<file path="config.mk">
export PLATFORM = sky130hd
export DESIGN_NAME = paged_frame_allocator
export DESIGN_NICKNAME = d
export VERILOG_FILES = /design/src/hw/rtl/paf_pkg.sv /design/src/hw/rtl/paged_frame_allocator.sv
export VERILOG_INCLUDE_DIRS = /design/src /design/src/hw/rtl
export SDC_FILE = /design/constraint.sdc
export NUM_CORES = 1
export LEC_CHECK = 0
export BUFFER_PORTS_ARGS = -buffer_cell sky130_fd_sc_hd__buf_2
export CORE_UTILIZATION = 40
export DETAILED_ROUTE_END_ITERATION = 6
export HOLD_SLACK_MARGIN = 0.08
export PLACE_DENSITY = 0.68
export SLEW_MARGIN = 20
export SYNTH_ARGS = -nofsm -noshare
export SYNTH_HDL_FRONTEND = slang
export SYNTH_SLANG_ARGS = --single-unit
</file>
<file path="constraint.sdc">
create_clock -name clk_i -period 4.3 [get_ports clk_i]
set_input_delay 0.645 -clock clk_i [delete_from_list [all_inputs] [get_ports clk_i]]
set_output_delay 0.645 -clock clk_i [all_outputs]
set_load 0.02 [all_outputs]
</file>
<file path="src/hw/rtl/paged_frame_allocator_defines.svh">
// Assertion macros shared by the frame allocator RTL.
// Expects clk_i and rst_ni in the scope where a macro is used.
`ifndef PAGED_FRAME_ALLOCATOR_DEFINES_SVH
`define PAGED_FRAME_ALLOCATOR_DEFINES_SVH

`ifndef NO_ASSERTIONS
// Checked only while out of reset
`define PAF_ASSERT(name, prop) \
  name: assert property (@(posedge clk_i) disable iff (!rst_ni) prop) \
    else $error("paged_frame_allocator assertion failed");
// Checked on every edge, reset included
`define PAF_ASSERT_ALWAYS(name, prop) \
  name: assert property (@(posedge clk_i) prop) \
    else $error("paged_frame_allocator assertion failed");
`else
`define PAF_ASSERT(name, prop)
`define PAF_ASSERT_ALWAYS(name, prop)
`endif

`endif

</file>
<file path="src/hw/rtl/paf_pkg.sv">
// Types and constants for the paged frame allocator.
// No dependencies.
`default_nettype none

package paf_pkg;

  // Field widths of items
  localparam int unsigned CMD_W   = 2;
  localparam int unsigned PID_W   = 4;
  localparam int unsigned BYTES_W = 20;
  localparam int unsigned STS_W   = 2;
  localparam int unsigned FIDX_W  = 6;
  localparam int unsigned PCT_W   = 7;

  // Owner slots addressable by a process id, and tentative free count width
  localparam int unsigned ID_SLOTS = 16;
  localparam int unsigned TF_W     = 7;
  localparam int unsigned TF_MAX   = 127;
  localparam int unsigned PCT_SCALE = 100;

  typedef enum logic [CMD_W-1:0] {
    CMD_ALLOC = 2'd0,
    CMD_FREE  = 2'd1,
    CMD_EVICT = 2'd2
  } cmd_e;

  typedef enum logic [STS_W-1:0] {
    STS_OK       = 2'd0,
    STS_NO_ROOM  = 2'd1,
    STS_NOT_HELD = 2'd2
  } status_e;

  typedef enum logic [4:0] {
    S_IDLE,
    S_START,
    S_A_OWN,
    S_A_MUL,
    S_A_CMP,
    S_A_FILL,
    S_F_CNT,
    S_E_MUL1,
    S_E_PROBE,
    S_E_OWN,
    S_E_TAIL,
    S_E_MUL2,
    S_E_DECIDE,
    S_E_RCNT,
    S_EMIT,
    S_SETTLE,
    S_REPLY
  } state_e;

endpackage

`default_nettype wire

</file>
<file path="src/hw/rtl/paged_frame_allocator.sv">
// Paged frame allocator: frame owner table in a synchronous RAM with a registered read,
// used bits and eviction marks in flops. Uses paf_pkg and the assertion macros.
// Takes one item at a time and stalls input until it is done. Each table pass reads one
// entry per cycle through the single RAM read port unless an emit hold waits on an output
// stall; alloc scans owners then fills, free counts then emits, evict counts owners.
// Reset: used bits, marks and counters clear at once; no clearing pass.
`default_nettype none
`include "paged_frame_allocator_defines.svh"

module paged_frame_allocator #(
  parameter int unsigned NUM_FRAMES    = 64,
  parameter int unsigned FRAME_BYTES   = 4096,
  parameter int unsigned MAX_PROCESSES = 16
) (
  input  wire logic                           clk_i,
  input  wire logic                           rst_ni,
  input  wire logic                           in_valid_i,
  output logic                                in_stall_o,
  input  wire logic [paf_pkg::CMD_W-1:0]      cmd_i,
  input  wire logic [paf_pkg::PID_W-1:0]      process_id_i,
  input  wire logic [paf_pkg::BYTES_W-1:0]    memory_bytes_i,
  input  wire logic                           queue_last_i,
  output logic                                out_valid_o,
  input  wire logic                           out_stall_i,
  output logic [paf_pkg::STS_W-1:0]           status_o,
  output logic                                frame_valid_o,
  output logic [paf_pkg::FIDX_W-1:0]          frame_index_o,
  output logic [paf_pkg::PID_W-1:0]           frame_owner_o,
  output logic                                last_o,
  output logic [paf_pkg::PCT_W-1:0]           usage_percent_o
);
  import paf_pkg::*;

  localparam int unsigned IDXW = $clog2(NUM_FRAMES);
  localparam int unsigned CNTW = $clog2(NUM_FRAMES + 1);
  localparam int unsigned FBW  = $clog2(FRAME_BYTES + 1);
  localparam int unsigned CAPW = TF_W + FBW;
  // usage = ((used*100 + N-1) * RECIP) >> SH, exact while (used*100+N-1)*N < 2^SH
  localparam int unsigned SH    = 20;
  localparam int unsigned RECIP = ((1 << SH) + NUM_FRAMES - 1) / NUM_FRAMES;
  localparam int unsigned K1    = PCT_SCALE * RECIP;
  localparam int unsigned K0    = (NUM_FRAMES - 1) * RECIP;
  localparam int unsigned PRODW = 40;

  localparam logic [CAPW-1:0] FB_C  = CAPW'(FRAME_BYTES);
  localparam logic [CNTW-1:0] NF_C  = CNTW'(NUM_FRAMES);

  // Control state
  state_e                state_q, state_d;
  logic [CNTW-1:0]       iss_q, iss_d;
  logic                  dat_vld_q, dat_vld_d;
  logic [IDXW-1:0]       dat_idx_q, dat_idx_d;
  logic [CNTW-1:0]       hits_q, hits_d;
  logic [NUM_FRAMES-1:0] used_q, used_d;
  logic [CNTW-1:0]       used_cnt_q, used_cnt_d;
  logic [ID_SLOTS-1:0]   mark_q, mark_d;
  logic [TF_W-1:0]       tf_q, tf_d;
  logic                  ev_act_q, ev_act_d;
  logic                  out_vld_q, out_vld_d;

  // Datapath registers
  logic [CMD_W-1:0]      cmd_q, cmd_d;
  logic [PID_W-1:0]      pid_q, pid_d;
  logic [BYTES_W-1:0]    bytes_q, bytes_d;
  logic                  qlast_q, qlast_d;
  logic [CAPW-1:0]       cap_q, cap_d;
  logic [CAPW-1:0]       acc_q, acc_d;
  status_e               reply_st_q, reply_st_d;
  logic [PCT_W-1:0]      usage_q;
  logic [STS_W-1:0]      out_sts_q, out_sts_d;
  logic                  out_fv_q, out_fv_d;
  logic [FIDX_W-1:0]     out_idx_q, out_idx_d;
  logic [PID_W-1:0]      out_own_q, out_own_d;
  logic                  out_last_q, out_last_d;
  logic [PCT_W-1:0]      out_pct_q, out_pct_d;

  // Owner table RAM
  logic [PID_W-1:0]      holder_mem [NUM_FRAMES];
  logic [PID_W-1:0]      holder_rd_q;
  logic [IDXW-1:0]       raddr;
  logic                  mem_we;
  logic [IDXW-1:0]       waddr;

  // Scan helpers
  logic                  in_pass, iss_more, pass_done, use_mark, hit, hold, out_free;
  logic                  pid_ok, mark_bit;
  logic [PID_W-1:0]      mark_idx;
  logic [CNTW-1:0]       free_cnt;
  logic [TF_W:0]         tf_sum;
  logic [PRODW-1:0]      usage_prod;

  assign out_free  = !out_vld_q || !out_stall_i;
  assign iss_more  = iss_q < NF_C;
  assign pid_ok    = 32'(pid_q) < MAX_PROCESSES;
  assign free_cnt  = NF_C - used_cnt_q;
  assign tf_sum    = (TF_W + 1)'(tf_q) + (TF_W + 1)'(hits_q);
  assign waddr     = iss_q[IDXW-1:0];

  assign in_pass = (state_q == S_A_OWN) || (state_q == S_F_CNT) || (state_q == S_E_OWN) ||
                   (state_q == S_E_RCNT) || (state_q == S_EMIT);
  assign use_mark = (state_q == S_E_RCNT) ||
                    ((state_q == S_EMIT) && (cmd_q == CMD_EVICT));
  assign pass_done = !iss_more && !dat_vld_q;

  // One mark read port: probed process, or owner of the scanned frame
  assign mark_idx = (state_q == S_E_PROBE) ? pid_q : holder_rd_q;
  assign mark_bit = mark_q[mark_idx];

  assign hit  = in_pass && dat_vld_q && used_q[dat_idx_q] &&
                (use_mark ? mark_bit : (holder_rd_q == pid_q));
  assign hold = (state_q == S_EMIT) && hit && !out_free;
  // On a hold the same entry is read again so its data stays in place
  assign raddr = hold ? dat_idx_q : iss_q[IDXW-1:0];

  // Usage percent, one constant multiply
  assign usage_prod = PRODW'(used_cnt_q) * PRODW'(K1) + PRODW'(K0);

  assign in_stall_o = (state_q != S_IDLE);

  // Next state and datapath
  always_comb begin
    state_d    = state_q;
    iss_d      = iss_q;
    dat_vld_d  = dat_vld_q;
    dat_idx_d  = dat_idx_q;
    hits_d     = hits_q;
    used_d     = used_q;
    used_cnt_d = used_cnt_q;
    mark_d     = mark_q;
    tf_d       = tf_q;
    ev_act_d   = ev_act_q;
    cmd_d      = cmd_q;
    pid_d      = pid_q;
    bytes_d    = bytes_q;
    qlast_d    = qlast_q;
    cap_d      = cap_q;
    acc_d      = acc_q;
    reply_st_d = reply_st_q;
    mem_we     = 1'b0;
    out_vld_d  = out_vld_q && out_stall_i;
    out_sts_d  = out_sts_q;
    out_fv_d   = out_fv_q;
    out_idx_d  = out_idx_q;
    out_own_d  = out_own_q;
    out_last_d = out_last_q;
    out_pct_d  = out_pct_q;

    // Table scan: issue one read a cycle unless an emit hold repeats it, act on the registered data
    if (in_pass) begin
      if (!hold) begin
        dat_vld_d = iss_more;
        dat_idx_d = iss_q[IDXW-1:0];
        if (iss_more) begin
          iss_d = iss_q + CNTW'(1);
        end
      end
      if (hit && (state_q != S_EMIT)) begin
        hits_d = hits_q + CNTW'(1);
      end
      if (hit && (state_q == S_EMIT) && out_free) begin
        used_d[dat_idx_q] = 1'b0;
        hits_d     = hits_q - CNTW'(1);
        out_vld_d  = 1'b1;
        out_sts_d  = STS_OK;
        out_fv_d   = 1'b1;
        out_idx_d  = FIDX_W'(dat_idx_q);
        out_own_d  = holder_rd_q;
        out_last_d = (hits_q == CNTW'(1));
        out_pct_d  = usage_q;
      end
    end else if (state_q != S_A_FILL) begin
      iss_d     = '0;
      dat_vld_d = 1'b0;
      hits_d    = '0;
    end

    case (state_q)
      S_IDLE: begin
        if (in_valid_i) begin
          cmd_d   = cmd_i;
          pid_d   = process_id_i;
          bytes_d = memory_bytes_i;
          qlast_d = queue_last_i;
          state_d = S_START;
        end
      end
      S_START: begin
        case (cmd_q)
          CMD_ALLOC: begin
            mark_d   = '0;
            tf_d     = '0;
            ev_act_d = 1'b0;
            if (!pid_ok) begin
              reply_st_d = STS_NO_ROOM;
              state_d    = S_SETTLE;
            end else begin
              state_d = S_A_OWN;
            end
          end
          CMD_FREE: begin
            mark_d   = '0;
            tf_d     = '0;
            ev_act_d = 1'b0;
            if (!pid_ok) begin
              reply_st_d = STS_NOT_HELD;
              state_d    = S_SETTLE;
            end else begin
              state_d = S_F_CNT;
            end
          end
          CMD_EVICT: begin
            // First queue entry after idle opens a new eviction
            if (!ev_act_q) begin
              mark_d   = '0;
              tf_d     = TF_W'(free_cnt);
              ev_act_d = 1'b1;
            end
            state_d = S_E_MUL1;
          end
          default: begin
            reply_st_d = STS_OK;
            state_d    = S_SETTLE;
          end
        endcase
      end
      S_A_OWN: begin
        if (pass_done) begin
          if ((hits_q != '0) || (bytes_q == '0)) begin
            reply_st_d = STS_OK;
            state_d    = S_SETTLE;
          end else begin
            state_d = S_A_MUL;
          end
        end
      end
      S_A_MUL: begin
        cap_d   = CAPW'(free_cnt) * FB_C;
        state_d = S_A_CMP;
      end
      S_A_CMP: begin
        // need > free  <=>  bytes > free * FRAME_BYTES
        if (32'(bytes_q) > 32'(cap_q)) begin
          reply_st_d = STS_NO_ROOM;
          state_d    = S_SETTLE;
        end else begin
          acc_d   = '0;
          state_d = S_A_FILL;
        end
      end
      S_A_FILL: begin
        // Lowest free frames first, until granted bytes cover the request
        if (iss_more) begin
          if (!used_q[waddr] && (32'(acc_q) < 32'(bytes_q))) begin
            used_d[waddr] = 1'b1;
            mem_we        = 1'b1;
            used_cnt_d    = used_cnt_q + CNTW'(1);
            acc_d         = acc_q + FB_C;
          end
          iss_d = iss_q + CNTW'(1);
        end else begin
          reply_st_d = STS_OK;
          state_d    = S_SETTLE;
        end
      end
      S_F_CNT: begin
        if (pass_done) begin
          if (hits_q == '0) begin
            reply_st_d = STS_NOT_HELD;
            state_d    = S_SETTLE;
          end else begin
            used_cnt_d = used_cnt_q - hits_q;
            iss_d      = '0;
            state_d    = S_EMIT;
          end
        end
      end
      S_E_MUL1: begin
        cap_d   = CAPW'(tf_q) * FB_C;
        state_d = S_E_PROBE;
      end
      S_E_PROBE: begin
        // tentative_free < need, and the process not yet counted
        if ((32'(bytes_q) > 32'(cap_q)) && pid_ok && !mark_bit) begin
          state_d = S_E_OWN;
        end else begin
          state_d = S_E_TAIL;
        end
      end
      S_E_OWN: begin
        if (pass_done) begin
          if (hits_q != '0) begin
            mark_d[pid_q] = 1'b1;
            tf_d = (tf_sum > (TF_W + 1)'(TF_MAX)) ? TF_W'(TF_MAX) : TF_W'(tf_sum);
          end
          state_d = S_E_TAIL;
        end
      end
      S_E_TAIL: begin
        if (!qlast_q) begin
          reply_st_d = STS_OK;
          state_d    = S_SETTLE;
        end else begin
          state_d = S_E_MUL2;
        end
      end
      S_E_MUL2: begin
        cap_d   = CAPW'(tf_q) * FB_C;
        state_d = S_E_DECIDE;
      end
      S_E_DECIDE: begin
        if (32'(bytes_q) > 32'(cap_q)) begin
          mark_d     = '0;
          tf_d       = '0;
          ev_act_d   = 1'b0;
          reply_st_d = STS_NO_ROOM;
          state_d    = S_SETTLE;
        end else begin
          state_d = S_E_RCNT;
        end
      end
      S_E_RCNT: begin
        if (pass_done) begin
          if (hits_q == '0) begin
            mark_d     = '0;
            tf_d       = '0;
            ev_act_d   = 1'b0;
            reply_st_d = STS_OK;
            state_d    = S_SETTLE;
          end else begin
            used_cnt_d = used_cnt_q - hits_q;
            iss_d      = '0;
            state_d    = S_EMIT;
          end
        end
      end
      S_EMIT: begin
        if (pass_done) begin
          if (cmd_q == CMD_EVICT) begin
            mark_d   = '0;
            tf_d     = '0;
            ev_act_d = 1'b0;
          end
          state_d = S_IDLE;
        end
      end
      S_SETTLE: begin
        // lets usage catch up with the final frame count
        state_d = S_REPLY;
      end
      S_REPLY: begin
        if (out_free) begin
          out_vld_d  = 1'b1;
          out_sts_d  = reply_st_q;
          out_fv_d   = 1'b0;
          out_idx_d  = '0;
          out_own_d  = '0;
          out_last_d = 1'b1;
          out_pct_d  = usage_q;
          state_d    = S_IDLE;
        end
      end
      default: begin
        state_d = S_IDLE;
      end
    endcase
  end

  // Control registers
  always_ff @(posedge clk_i or negedge rst_ni) begin
    if (!rst_ni) begin
      state_q    <= S_IDLE;
      iss_q      <= '0;
      dat_vld_q  <= 1'b0;
      hits_q     <= '0;
      used_q     <= '0;
      used_cnt_q <= '0;
      mark_q     <= '0;
      tf_q       <= '0;
      ev_act_q   <= 1'b0;
      out_vld_q  <= 1'b0;
    end else begin
      state_q    <= state_d;
      iss_q      <= iss_d;
      dat_vld_q  <= dat_vld_d;
      hits_q     <= hits_d;
      used_q     <= used_d;
      used_cnt_q <= used_cnt_d;
      mark_q     <= mark_d;
      tf_q       <= tf_d;
      ev_act_q   <= ev_act_d;
      out_vld_q  <= out_vld_d;
    end
  end

  // Payload registers
  always_ff @(posedge clk_i) begin
    dat_idx_q  <= dat_idx_d;
    cmd_q      <= cmd_d;
    pid_q      <= pid_d;
    bytes_q    <= bytes_d;
    qlast_q    <= qlast_d;
    cap_q      <= cap_d;
    acc_q      <= acc_d;
    reply_st_q <= reply_st_d;
    usage_q    <= usage_prod[SH +: PCT_W];
    out_sts_q  <= out_sts_d;
    out_fv_q   <= out_fv_d;
    out_idx_q  <= out_idx_d;
    out_own_q  <= out_own_d;
    out_last_q <= out_last_d;
    out_pct_q  <= out_pct_d;
  end

  // Owner table: one write port, one registered read port
  always_ff @(posedge clk_i) begin
    if (mem_we) begin
      holder_mem[waddr] <= pid_q;
    end
    holder_rd_q <= holder_mem[raddr];
  end

  assign out_valid_o     = out_vld_q;
  assign status_o        = out_sts_q;
  assign frame_valid_o   = out_fv_q;
  assign frame_index_o   = out_idx_q;
  assign frame_owner_o   = out_own_q;
  assign last_o          = out_last_q;
  assign usage_percent_o = out_pct_q;

  // Between items the frame count matches the used bits
  `PAF_ASSERT(a_cnt_idle, (state_q == S_IDLE) |-> (used_cnt_q == CNTW'($countones(used_q))))
  // Marks only live inside an open eviction
  `PAF_ASSERT_ALWAYS(a_marks, !ev_act_q |-> (mark_q == '0))
  // Every released frame was counted in the preceding pass
  `PAF_ASSERT(a_emit_cnt, ((state_q == S_EMIT) && hit) |-> (hits_q != '0))
  // The emit pass ends with every counted frame delivered
  `PAF_ASSERT(a_emit_end, ((state_q == S_EMIT) && pass_done) |-> (hits_q == '0))

endmodule

`default_nettype wire
</file>
# Word level (Yosys, flattened, before mapping)
# Memory sizes are Yosys's and may differ from the RTL's. A register that Yosys moved wholly into a read port is not among the register bits.
# Index checks and enable logic that the tools add are counted.
[word_totals] memories=1 output_inout_bits=23 word_cells=287 reg_bits=219 ram_bits=256
[classes] order_cmp=11 n_mux=132 reduce_logical=56 n_addsub=9 bitwise_logic=4 mul=1 eq_ne=48
[mem_list] memory="holder_mem" words=64 word_bits=4 read_ports=1 rd_ports_with_merged_regs=1 write_ports=1 line_no="paged_frame_allocator.sv:78" source="logic [PID_W-1:0] holder_mem [NUM_FRAMES];"
[ops] cell="64-bit two-way mux" count=5
[ops] cell="7-bit two-way mux" count=28
[ops] cell="16-bit two-way mux" count=8
[ops] cell="16-bit one-hot mux with 5 select lines" count=1
[ops] cell="20-bit one-hot mux with 2 select lines" count=2
[ops] cell="5-bit one-hot mux with 16 select lines" count=1
[ops] cell="64-bit bitwise AND" count=1
[ops] cell="64-bit NOT" count=1
[ops] cell="64-bit OR" count=1
[ops] cell="20-bit two-way mux" count=3
[ops] cell="7-bit one-hot mux with 2 select lines" count=3
[ops] cell="5-bit by 4-bit equality test with 1-bit output, second input constant" count=8
[ops] cell="5-bit two-way mux" count=7
[ops] cell="7-bit one-hot mux with 5 select lines" count=1
[ops] cell="1-bit two-way mux" count=33
[ops] cell="2-bit two-way mux" count=16
[ops] cell="2-bit != test, second input constant" count=16
[ops] cell="16-bit one-hot mux with 2 select lines" count=1
[ops] cell="6-bit two-way mux" count=5
[ops] cell="4-bit two-way mux" count=7
[ops] cell="27-bit by 20-bit adder with 27-bit output, second input constant" count=1
[ops] cell="7-bit by 1-bit adder with 7-bit output, second input constant" count=3
[ops] cell="20-bit by 13-bit adder with 20-bit output, second input constant" count=1
[ops] cell="5-bit by 3-bit equality test with 1-bit output, second input constant" count=4
[ops] cell="other kinds (54)" count=104

# Longest topological paths before layout
# Gate-level depths: netlist (run 1).
[logic_depth] depth_word=16 mapped_depth=19 mapped_depth_nobuf=15

# Worst setup path after synthesis (run 1)
# No wires, ideal clock.
[synth_path] path_type="register to register" from="register pid_q[0]" to="register holder_rd_q[1], read port of holder_mem" arrival_time_ns=3.975 stages_incl_launch_ff=18 period_less_slack_ns=4.115 slack_ns=0.185 t_required_ns=4.160 n_path_buf=4 cell_sequence="edfxtp_1 clkbuf_1 nor2b_1 and2_1 nor2_1 a311o_1 a32oi_2 o21ai_2 and3_1 buf_6 a21oi_4 buf_6 buf_4 mux2i_1 mux2i_1 a211o_1 o21ai_1 o32ai_1"
[synth_between] elab_chain_len=8 word_cells_on_any_way=9 cone_classes="1 x eq/ne; 5 x mux; 3 x reduce/logical"
[synth_lines] item="start: declaration" line_no="paged_frame_allocator.sv:63" source="logic [PID_W-1:0] pid_q, pid_d;"
[synth_lines] item="start signal: assignment" line_no="paged_frame_allocator.sv:399" source="pid_q <= pid_d;"
[synth_lines] item="4-bit two-way mux" line_no="paged_frame_allocator.sv:106" source="assign mark_idx = (state_q == S_E_PROBE) ? pid_q : holder_rd_q;"
[synth_lines] item="1-bit binary-select mux with 4-bit select" line_no="paged_frame_allocator.sv:107" source="assign mark_bit = mark_q[mark_idx];"
[synth_lines] item="1-bit two-way mux (implied by the code)" line_no="paged_frame_allocator.sv:107"
[synth_lines] item="1-bit two-way mux *" line_no="paged_frame_allocator.sv:110" source="(use_mark ? mark_bit : (holder_rd_q == pid_q));"
[synth_lines] item="1-bit logical AND *" line_no="paged_frame_allocator.sv:109" source="assign hit = in_pass && dat_vld_q && used_q[dat_idx_q] &&"
[synth_lines] item="1-bit logical AND * (2 in series)" line_no="paged_frame_allocator.sv:111" source="assign hold = (state_q == S_EMIT) && hit && !out_free;"
[synth_lines] item="6-bit two-way mux *"
[synth_lines] item="end: declaration" line_no="paged_frame_allocator.sv:79" source="logic [PID_W-1:0] holder_rd_q;"
# Every way passes the cells marked *; elsewhere a longest branch is shown, timed or not. The select of a mux whose other input is x is not followed.
# A chain may end at the register's enable or synchronous reset.

# Worst setup path after layout (run 1)
[layout_path] from="register dat_idx_q[1]" to="register holder_rd_q[1], read port of holder_mem"
[layout_between] elab_chain_len=7
[layout_lines] item="start: declaration" line_no="paged_frame_allocator.sv:52" source="logic [IDXW-1:0] dat_idx_q, dat_idx_d;"
[layout_lines] item="start signal: assignment" line_no="paged_frame_allocator.sv:397" source="dat_idx_q <= dat_idx_d;"
[layout_lines] item="1-bit binary-select mux with 6-bit select" line_no="paged_frame_allocator.sv:109"
[layout_lines] item="1-bit two-way mux (implied by the code)" line_no="paged_frame_allocator.sv:109"
[layout_lines] item="1-bit logical AND (2 in series)" line_no="paged_frame_allocator.sv:109"
[layout_lines] item="1-bit logical AND (2 in series)" line_no="paged_frame_allocator.sv:111"
[layout_lines] item="6-bit two-way mux *"
# Marked as above.

==> metrics.yaml, run 1 <==
final_common_cell: "edfxtp_1"
max_freq_mhz: 236
crit_arrival_ns: 4.72
fin_crit_sh: 0.985
clock_path_buffers: 3
p_int_w: 0.00961
relSlewSlack: 0.255
clk_pin_slew_ns: 0.07
avgSynthCellArea_um2: 11.6
die_h_um: 238
yosys.area.top_type: "edfxtp_1"
syn_area_um2: 22300
ys_async_sr_fraction: 0.256
numClockSinks: 454
num_rows: 86
dieArea_um2: 56600
port_buffers: 53
final_layout_size_suffix_gt1_frac: 0.177
multi_input_area_um2: 8890
seq_area_frac_synth: 0.572
end_kind: "flop"
cp.required_ns: 4.78
gp_congestion: 0.929
initial_core_util: 0.404
p_comb_frac: 0.347
dp_slack_ns: 0.0822
switching_share: 0.357
die_w_um: 238
avgViaCountPerCell: 5.84
synth_ff_type: "edfxtp_1"
routedWlPerCell_um: 21.7
final_nets: 2166
post-route-util: 0.474
cp_top_family: "simple AND/OR/NAND/NOR gates"
switchingPower_w: 0.00533
slowest_stage: "edfxtp_1"
ios: 54
hpwl_um: 41500
power_density_nw_per_um2: 572
clock_latency_ns: 0.61
cts_max_level: 2
synthTopCellsByArea: "edfxtp_1 (41%), dfrtp_1 (13%), mux2i_1 (6.6%)"
cp_slowest_stage_delay_ns: 0.50
drtAntennaViolNets: 0
cts_tree: "built"
path_class: "flop to flop"
vias: 16700
cap_violations: 0
firstDrtPassIters: 6
antenna_found_initial: 0
seq_power_share: 0.367
drt_iter0_markers: 1592
grt_pass1_vias: 16600
grt_pass1_wl_um: 96200
n_fill_cell: 5026
ys_ff_latch: 454
final-seq-area_um2: 12700
yosysTopAreaCellShare: 0.413
hold_violations: 0
drv_slew: 0
syn_to_final_growth_pct: 17.3
final_cell_mix: "edfxtp_1 (306), nand2_1 (175), o21ai_0 (162)"
worst_pin_slew_ns: 1.12
overflow: 0
grt_usage: 0.218
worstHoldPathType: "input port to asynchronous set/reset pin"
peakVddDrop_v: 0.000459
p_leak_nw: 10.2
p_clk_frac: 0.286
worst_slack_ns: 0.0635
critPathLaunchType: "flop"
crit_fanout: 26
grt_max_degree: 68
synth_edf_count: 306
cts_buffers: 47
drc: 0
status: "finished, final reports clean"
setup_viol: 0
coreArea_um2: 55100
cp_cell_sequence: "buf_12 -> nor2b_1 -> a221oi_1 -> nor3b_1 -> nor4_1 -> nand4_1 -> nor2_1 -> and3_1 -> a21oi_4 -> buf_12 -> buf_16 -> mux2i_1 -> mux2i_1 -> a211o_1 -> o21ai_1 -> o32ai_1"
synth_cells: 1915
cp.buffers_inverters: 3
yosys_warnings: 0
synthesis.nets: 2012
min_period_ns: 4.24
fin_worst_skew_ns: 0.0320
synthDistinctLibCells: 85
cts-root-buf: "clkbuf_16"
drt-total-wl_um: 62000
ctsHoldBuffers: 0
diodes: 0
[power groups by stage]
stage          Sequential (W)  Combinational [W]  Clock (W)
5_1_grt               0.00552            0.00564    0.00450
6_report              0.00548            0.00518    0.00427
2_1_floorplan         0.00549            0.00345          0
4_1_cts               0.00549            0.00507    0.00434
3_3_place_gp          0.00557            0.00495          0
3_5_place_dp          0.00557            0.00503          0
[layout make-up]
type	count	area share
clock buffers	59	0.0483
clock inverters	29	0.0136
inverters	50	0.00718
multi-input cells	1289	0.340
flip-flops and latches	454	0.487
well taps	748	0.0358
repair buffers	227	0.0673
[cells by family after synthesis]
| family | synth area share |
|---|---|
| compound gates | 0.130 |
| mux | 0.0881 |
| fa+ha+maj | 0.0384 |
| simple gates | 0.120 |
| xor+xnor | 0.0189 |
| buf+inv | 0.0328 |
| flops | 0.572 |
[registers in the layout (all words and copies together), names as in the netlist, 5 cells and up]
signal           cells
frame_index_o        6
acc_q                8
hits_q               7
used_cnt_q           7
iss_q                7
usage_q              7
dat_idx_q            6
bytes_q             20
usage_percent_o      7
cap_q                7
mark_q              16
used_q              64
state_q              5
tf_q                 7
holder_mem         256
[per-layer routing]
layer / routed length (µm) / GRT usage
met3: 4470 / 0.0368
met1: 26000 / 0.289
met2: 29000 / 0.355
met4: 2530 / 0.0886
met5: 0 / 0
[final timing paths]
kind / slack (ns) / endpoint / depth (start not counted) / start
max reg2reg: 0.06 / holder_rd_q[1] / 16 / dat_idx_q[1]
max: 0.06 / holder_rd_q[1] / 16 / dat_idx_q[1]
max in group asynchronous: 3.20 / used_q[24] / 2 / rst_ni
min in group clk_i: 0.22 / pid_q[0] / 1 / process_id_i[0]
min: 0.16 / tf_q[4] / 1 / rst_ni
min reg2reg: 0.45 / frame_owner_o[1] / 2 / frame_owner_o[1]
[repair_timing]
item	CTS	global route
resized for setup	0	14
endpoints found under the setup margin	0	5
buffers inserted	0	1
[cells in the mapped netlist, types with 14 or more instances]
cell and count:
mux2i_1 146, o21ai_1 33, o21ai_0 162, nor3_1 27, dfxtp_1 32, nor2_1 81
xor2_1 22, o22ai_1 32, a21o_1 17, a21oi_1 59, nor2b_1 21, xnor2_1 26
clkbuf_1 82, nand2_1 175, o21a_1 27, inv_1 43, and3_1 14, nor4_1 78
nand3_1 47, dfrtp_1 116, edfxtp_1 306, mux2_2 27, ha_1 62, nand2b_1 22
[stage by stage]
stage	total power [W]	hold slack [ns]	cells	cell area, µm²	TNS [ns]
4_1_cts	0.0149	0.174	2855	26000	0
3_5_place_dp	0.0106	0.446	2767	24400	0
5_1_grt	0.0157	0.202	2856	26100	-0.0340
3_3_place_gp	0.0105	0.441	2767	24400	0
2_1_floorplan	0.00894	0.349	1915	22300	0
6_report	0.0149	0.161	2856	26100	0
Power figures use the tool's default switching activity.
==> run 2, diff against run 1 <==
Settings changed: CELL_PAD_IN_SITES_DETAIL_PLACEMENT set to 2, CELL_PAD_IN_SITES_GLOBAL_PLACEMENT set to 2, CORE_UTILIZATION 40 to 39, PLACE_DENSITY 0.68 to 0.87.
Clock period 4.3 ns to 3.8 ns, I/O delays scaled along.
==> metrics.yaml, run 2 (same netlist as run 1, synthesis figures left out) <==
power_density_nw_per_um2: 709  # +24%
drt_iter0_markers: 1896  # +19%
numClockSinks: 454  # unchanged
cts_max_level: 2  # unchanged
p_leak_nw: 11.0  # +8.5%
worstHoldPathType: "input port to flop"
clock_latency_ns: 0.67  # +0.06 ns
worst_pin_slew_ns: 1.25  # +0.132 ns
clk_pin_slew_ns: 0.08  # about the same
coreArea_um2: 56400  # +2.3%
final_common_cell: "edfxtp_1"
post-route-util: 0.504  # +0.0296
peakVddDrop_v: 0.000475  # +3.4%
drc: 0  # unchanged
placed_area_um2: 24800  # +1.7%
worst_slack_ns: -0.890  # -0.954 ns
cts_buffers: 51  # +8.5%
max_freq_mhz: 213  # -9.7%
top_register: "holder_mem"
final_cell_mix: "edfxtp_1 (306), buf_4 (224), nand2_1 (167)"
stdcell_area_um2: 28400  # +8.7%
avgViaCountPerCell: 6.68  # +14%
overflow: 0  # unchanged
cp.required_ns: 4.34  # -0.44 ns
crit_fanout: 10  # -62%
hold_ws_ns: 0.0840  # -0.0765 ns
drtAntennaViolNets: 0  # unchanged
routedWlPerCell_um: 37.2  # +71%
instances_no_fill: 2970  # +4.0%
die_h_um: 241  # +1.3%
final_nets: 2267  # +4.7%
vias: 19900  # +19%
setup_tns_ns: -113.03  # -113.03 ns
critPathLaunchType: "flop"
die_w_um: 241  # +1.3%
num_rows: 87  # +1.2%
fin_worst_skew_ns: 0.0477  # +0.0158 ns
drt-total-wl_um: 110000  # +78%
grt_pass1_wl_um: 143000  # +48%
firstDrtPassIters: 5  # -1
grt_usage: 0.335  # +0.117
end_kind: "flop"
hold_violations: 0  # unchanged
crit_arrival_ns: 5.23  # +0.51 ns
antenna_found_initial: 1  # +1
largest_register_ffs: 256  # unchanged
min_period_ns: 4.69  # +0.454 ns
grt_max_degree: 75  # +10%
clock_path_buffers: 3  # unchanged
grt_pass1_vias: 21000  # +26%
setup_viol: 350  # +350
dieArea_um2: 58100  # +2.5%
cts_tree: "built"
status: "complete, but fails checks"
path_class: "flop to flop"
dp_cells: 2826  # +2.1%
cts-root-buf: "clkbuf_16"
relSlewSlack: 0.160  # -0.0942
drv_slew: 0  # unchanged
reg_top3: "holder_mem (256), used_q (64), bytes_q (20)"
gp_congestion: 0.925  # -0.48%
hpwl_um: 58500  # +41%
fin_crit_sh: 1.23  # +0.249
cap_violations: 0  # unchanged
violations: "setup timing"
syn_to_final_growth_pct: 27.6
port_buffers: 53  # unchanged
final_layout_size_suffix_gt1_frac: 0.279  # +0.101
initial_core_util: 0.395  # -0.00927
rsz0062_at_grt: "true"
ios: 54  # unchanged
==> run 2: changes by cell type in the layout (fill, tap and decap cells not counted), moves of 9 or more <==
cell       before  now
mux2i_4         2   16
mux2i_1       144  120
o21ai_1        32   52
nor4_2          0   21
nor4_1         78   45
mux2i_2         2   12
o21ai_0       162  130
clkbuf_16      48   58
buf_6           0   14
nor2_1         80   71
nor4_4          0   12
buf_4         161  224
==> run 2: what timing repair did <==
| action | CTS | global route |
|---|---|---|
| hold buffers | 1 | 0 |
| hold endpoints to repair | 35 | 0 |
| pin swaps | 31 | 30 |
| setup endpoints to repair | 234 | 341 |
| gates cloned | 2 | 7 |
| buffers inserted | 22 | 17 |
| gates resized for setup | 138 | 144 |
==> run 2: worst paths after layout <==
path,slack (ns),cells past startpoint,to,startpoint
hold reg to reg,0.47,1,usage_percent_o[4],usage_q[4]
setup reg to reg,-0.89,19,holder_rd_q[1],dat_idx_q[0]
max in group asynchronous,2.30,3,used_q[9],rst_ni
min in group asynchronous,0.61,2,hits_q[5],rst_ni
setup / recovery,-0.89,19,holder_rd_q[1],dat_idx_q[0]
hold / removal,0.08,1,pid_q[1],process_id_i[1]
==> run 2: final cells by class <==
| class | instances | area (µm²) |
|---|---|---|
| diodes | 1 | 2.50 |
| clock buffers | 68 | 1410 |
| clock inverters | 28 | 419 |
| fillers | 5519 | 28000 |
| inverters | 50 | 200 |
| multi-input cells | 1290 | 9920 |
| flip-flops and latches | 454 | 12700 |
| well taps | 756 | 946 |
| repair buffers | 323 | 2760 |
==> run 2: critical path, cell delays in order (launching register included) <==
cell and delay, ns:
edfxtp_1 0.57, buf_6 0.20, buf_4 0.15, nand2b_4 0.14, o22ai_1 0.08, o211a_1 0.32
nor4_4 0.55, nand4_1 0.19, buf_6 0.18, nor2_4 0.15, nand3_2 0.12, buf_12 0.19
mux2i_4 0.21, inv_2 0.18, nor2_1 0.12, buf_4 0.22, buf_4 0.18, a221oi_4 0.35
o21ai_2 0.12, o32ai_2 0.32
==> run 2: where the power goes <==
| group | switching (W) | internal [W] | leakage, nW | total [W] |
|---|---|---|---|---|
| combinational | 0.00512 | 0.00298 | 5.86 | 0.00811 |
| sequential | 0.000506 | 0.00580 | 4.28 | 0.00631 |
| clock | 0.00247 | 0.00326 | 0.893 | 0.00573 |
==> run 2: stage by stage <==
step                setup slack (ns)  total power (W)
global route                  -0.864           0.0206
global placement              -0.353           0.0123
finish                        -0.890           0.0201
floorplan                     -0.188           0.0102
CTS                           -0.239           0.0190
detailed placement            -0.785           0.0128
==> run 2: layer usage <==
metal  GRT usage  share of wire
met1       0.383           0.34
met2       0.594           0.49
met3      0.0555          0.079
met4       0.185          0.093
met5           0        0.00012
==> run 3, diff against run 2 <==
Settings changed: CAP_MARGIN set to 20, CORE_UTILIZATION 39 to 40, PLACE_DENSITY 0.87 to 0.79.
Clock period 3.8 ns to 4.8 ns, I/O delays scaled along.
==> metrics.yaml, run 3 (same netlist as run 1, synthesis figures left out) <==
worstHoldPathType: "input port to flop"
hpwl_um: 53100  # -9.2%
reg_top3: "holder_mem (256), used_q (64), bytes_q (20)"
cts_tree: "built"
grt_max_degree: 73  # -2.7%
coreArea_um2: 55100  # -2.3%
grt_pass1_vias: 18900  # -10%
crit_arrival_ns: 5.10  # -0.13 ns
min_period_ns: 4.63  # -0.0600 ns
final_nets: 2147  # -5.3%
slowest_stage: "or4b_1"
diodes: 0  # -1
die_w_um: 238  # -1.2%
p_leak_nw: 10.1  # -8.2%
dieArea_um2: 56600  # -2.5%
use_met1: 0.350  # -0.0329
cp_slowest_stage_delay_ns: 0.70  # +0.13 ns
cts_buffers: 51  # unchanged
setup_viol: 0  # -100%
drt-total-wl_um: 80400  # -27%
clock_path_buffers: 3  # unchanged
die_h_um: 238  # -1.2%
cp_cell_sequence: "or4b_1 -> nor2_2 -> mux2i_1 -> a41oi_1 -> a32oi_2 -> o21ai_2 -> and3_1 -> a21oi_4 -> clkbuf_16 -> mux2_2 -> o21ai_0 -> a21oi_1 -> nor3_1 -> o32ai_1"
drt_iter0_markers: 1102  # -42%
final_common_cell: "edfxtp_1"
path_class: "flop to flop"
largest_register_ffs: 256  # unchanged
ios: 54  # unchanged
grt_usage: 0.284  # -0.0509
dp_slack_ns: 0.172  # +0.957 ns
cp.required_ns: 5.27  # +0.93 ns
drc: 0  # unchanged
fin_worst_skew_ns: 0.0216  # -0.0261 ns
worst_pin_slew_ns: 1.19  # -0.0585 ns
crit_fanout: 36  # +26
total_power_w: 0.0142  # -30%
cap_violations: 0  # unchanged
setup_tns_ns: 0  # +113.03 ns
clk_pin_slew_ns: 0.06  # -0.02 ns
power_density_nw_per_um2: 544  # -23%
num_rows: 86  # -1.1%
drv_slew: 0  # unchanged
end_kind: "flop"
drtAntennaViolNets: 0  # unchanged
initial_core_util: 0.404  # +0.00927
cts-root-buf: "clkbuf_16"
final_layout_size_suffix_gt1_frac: 0.169  # -0.110
relSlewSlack: 0.204  # +0.0435
cp.buffers_inverters: 1  # -6
hold_violations: 0  # unchanged
grt_pass1_wl_um: 121000  # -15%
cts_max_level: 2  # unchanged
firstDrtPassIters: 5  # unchanged
avgViaCountPerCell: 6.05  # -9.4%
met2_usage: 0.510  # -0.0847
antenna_found_initial: 0  # -1
clock_latency_ns: 0.63  # -0.04 ns
critPathLaunchType: "flop"
numClockSinks: 454  # unchanged
peakVddDrop_v: 0.000529  # +11%
cp_top_family: "simple AND/OR/NAND/NOR gates"
gp_congestion: 0.879  # -5.0%
busiest_layer: "met2"
status: "finished, final reports clean"
worst_slack_ns: 0.170  # +1.06 ns
port_buffers: 53  # unchanged
top_register: "holder_mem"
routedWlPerCell_um: 28.3  # -24%
vias: 17200  # -13%
syn_to_final_growth_pct: 17.0
max_freq_mhz: 216  # +1.3%
grt_use_met3: 0.0346  # -0.0209
final_cell_mix: "edfxtp_1 (306), nand2_1 (174), o21ai_0 (162)"
rsz0062_at_grt: "false"
fin_crit_sh: 0.965  # -0.270
overflow: 0  # unchanged
[run 3: cell types whose count changed in the layout (fill, tap and decap cells not counted), moves of 11 or more]
cell | previous run | this run
buf_6 | 14 | 2
nor4_2 | 21 | 0
o21ai_1 | 52 | 33
nor4_1 | 45 | 78
buf_4 | 224 | 143
mux2i_4 | 16 | 2
mux2i_2 | 12 | 1
o21ai_0 | 130 | 162
mux2i_1 | 120 | 145
buf_12 | 19 | 4
nor4_4 | 12 | 0
[run 3: final cells by class]
class | instances | area [µm²]
Clock buffer | 65 | 1450
Clock inverter | 30 | 420
Tap cell | 748 | 936
Inverter | 50 | 188
Sequential cell | 454 | 12700
Fill cell | 5514 | 29000
Multi-Input combinational cell | 1289 | 8840
Timing Repair Buffer | 204 | 1480
[run 3: metrics by stage]
step                std cells  hold slack (ns)  cell area [µm²]  utilization
floorplan                1915            0.418            22300            -
CTS                      2834            0.240            26000        0.472
detailed placement       2738            0.453            24100        0.438
finish                   2840            0.274            26000        0.473
global route             2840            0.246            26000        0.473
global placement         2738            0.442            24100        0.437
[run 3: routing by layer]
metal | share of wire | wire length (µm)
met1 | 0.41 | 32700
met2 | 0.52 | 42000
met3 | 0.040 | 3210
met4 | 0.031 | 2470
met5 | 0 | 0
[run 3: repair_timing]
item	in CTS	in global routing
resized for setup	0	3
endpoints found under the hold margin	8	0
hold buffers	1	0
setup buffers	0	4
setup endpoints to repair	0	4
[run 3: report_power, final]
part | leakage (nW) | total, W | internal, W | switching (W)
clock | 0.907 | 0.00435 | 0.00258 | 0.00177
sequential | 4.28 | 0.00497 | 0.00459 | 0.000376
combinational | 4.94 | 0.00484 | 0.00171 | 0.00312
[run 3: final timing paths]
path	startpoint	slack, ns	depth (start not counted)	endpoint
max	state_q[1]	0.17	14	holder_rd_q[2]
min	memory_bytes_i[7]	0.27	1	bytes_q[7]
max reg2reg	state_q[1]	0.17	14	holder_rd_q[2]
min reg2reg	frame_index_o[3]	0.46	2	frame_index_o[3]
max in group asynchronous	rst_ni	3.13	3	used_q[23]
min in group asynchronous	rst_ni	0.62	2	used_cnt_q[5]
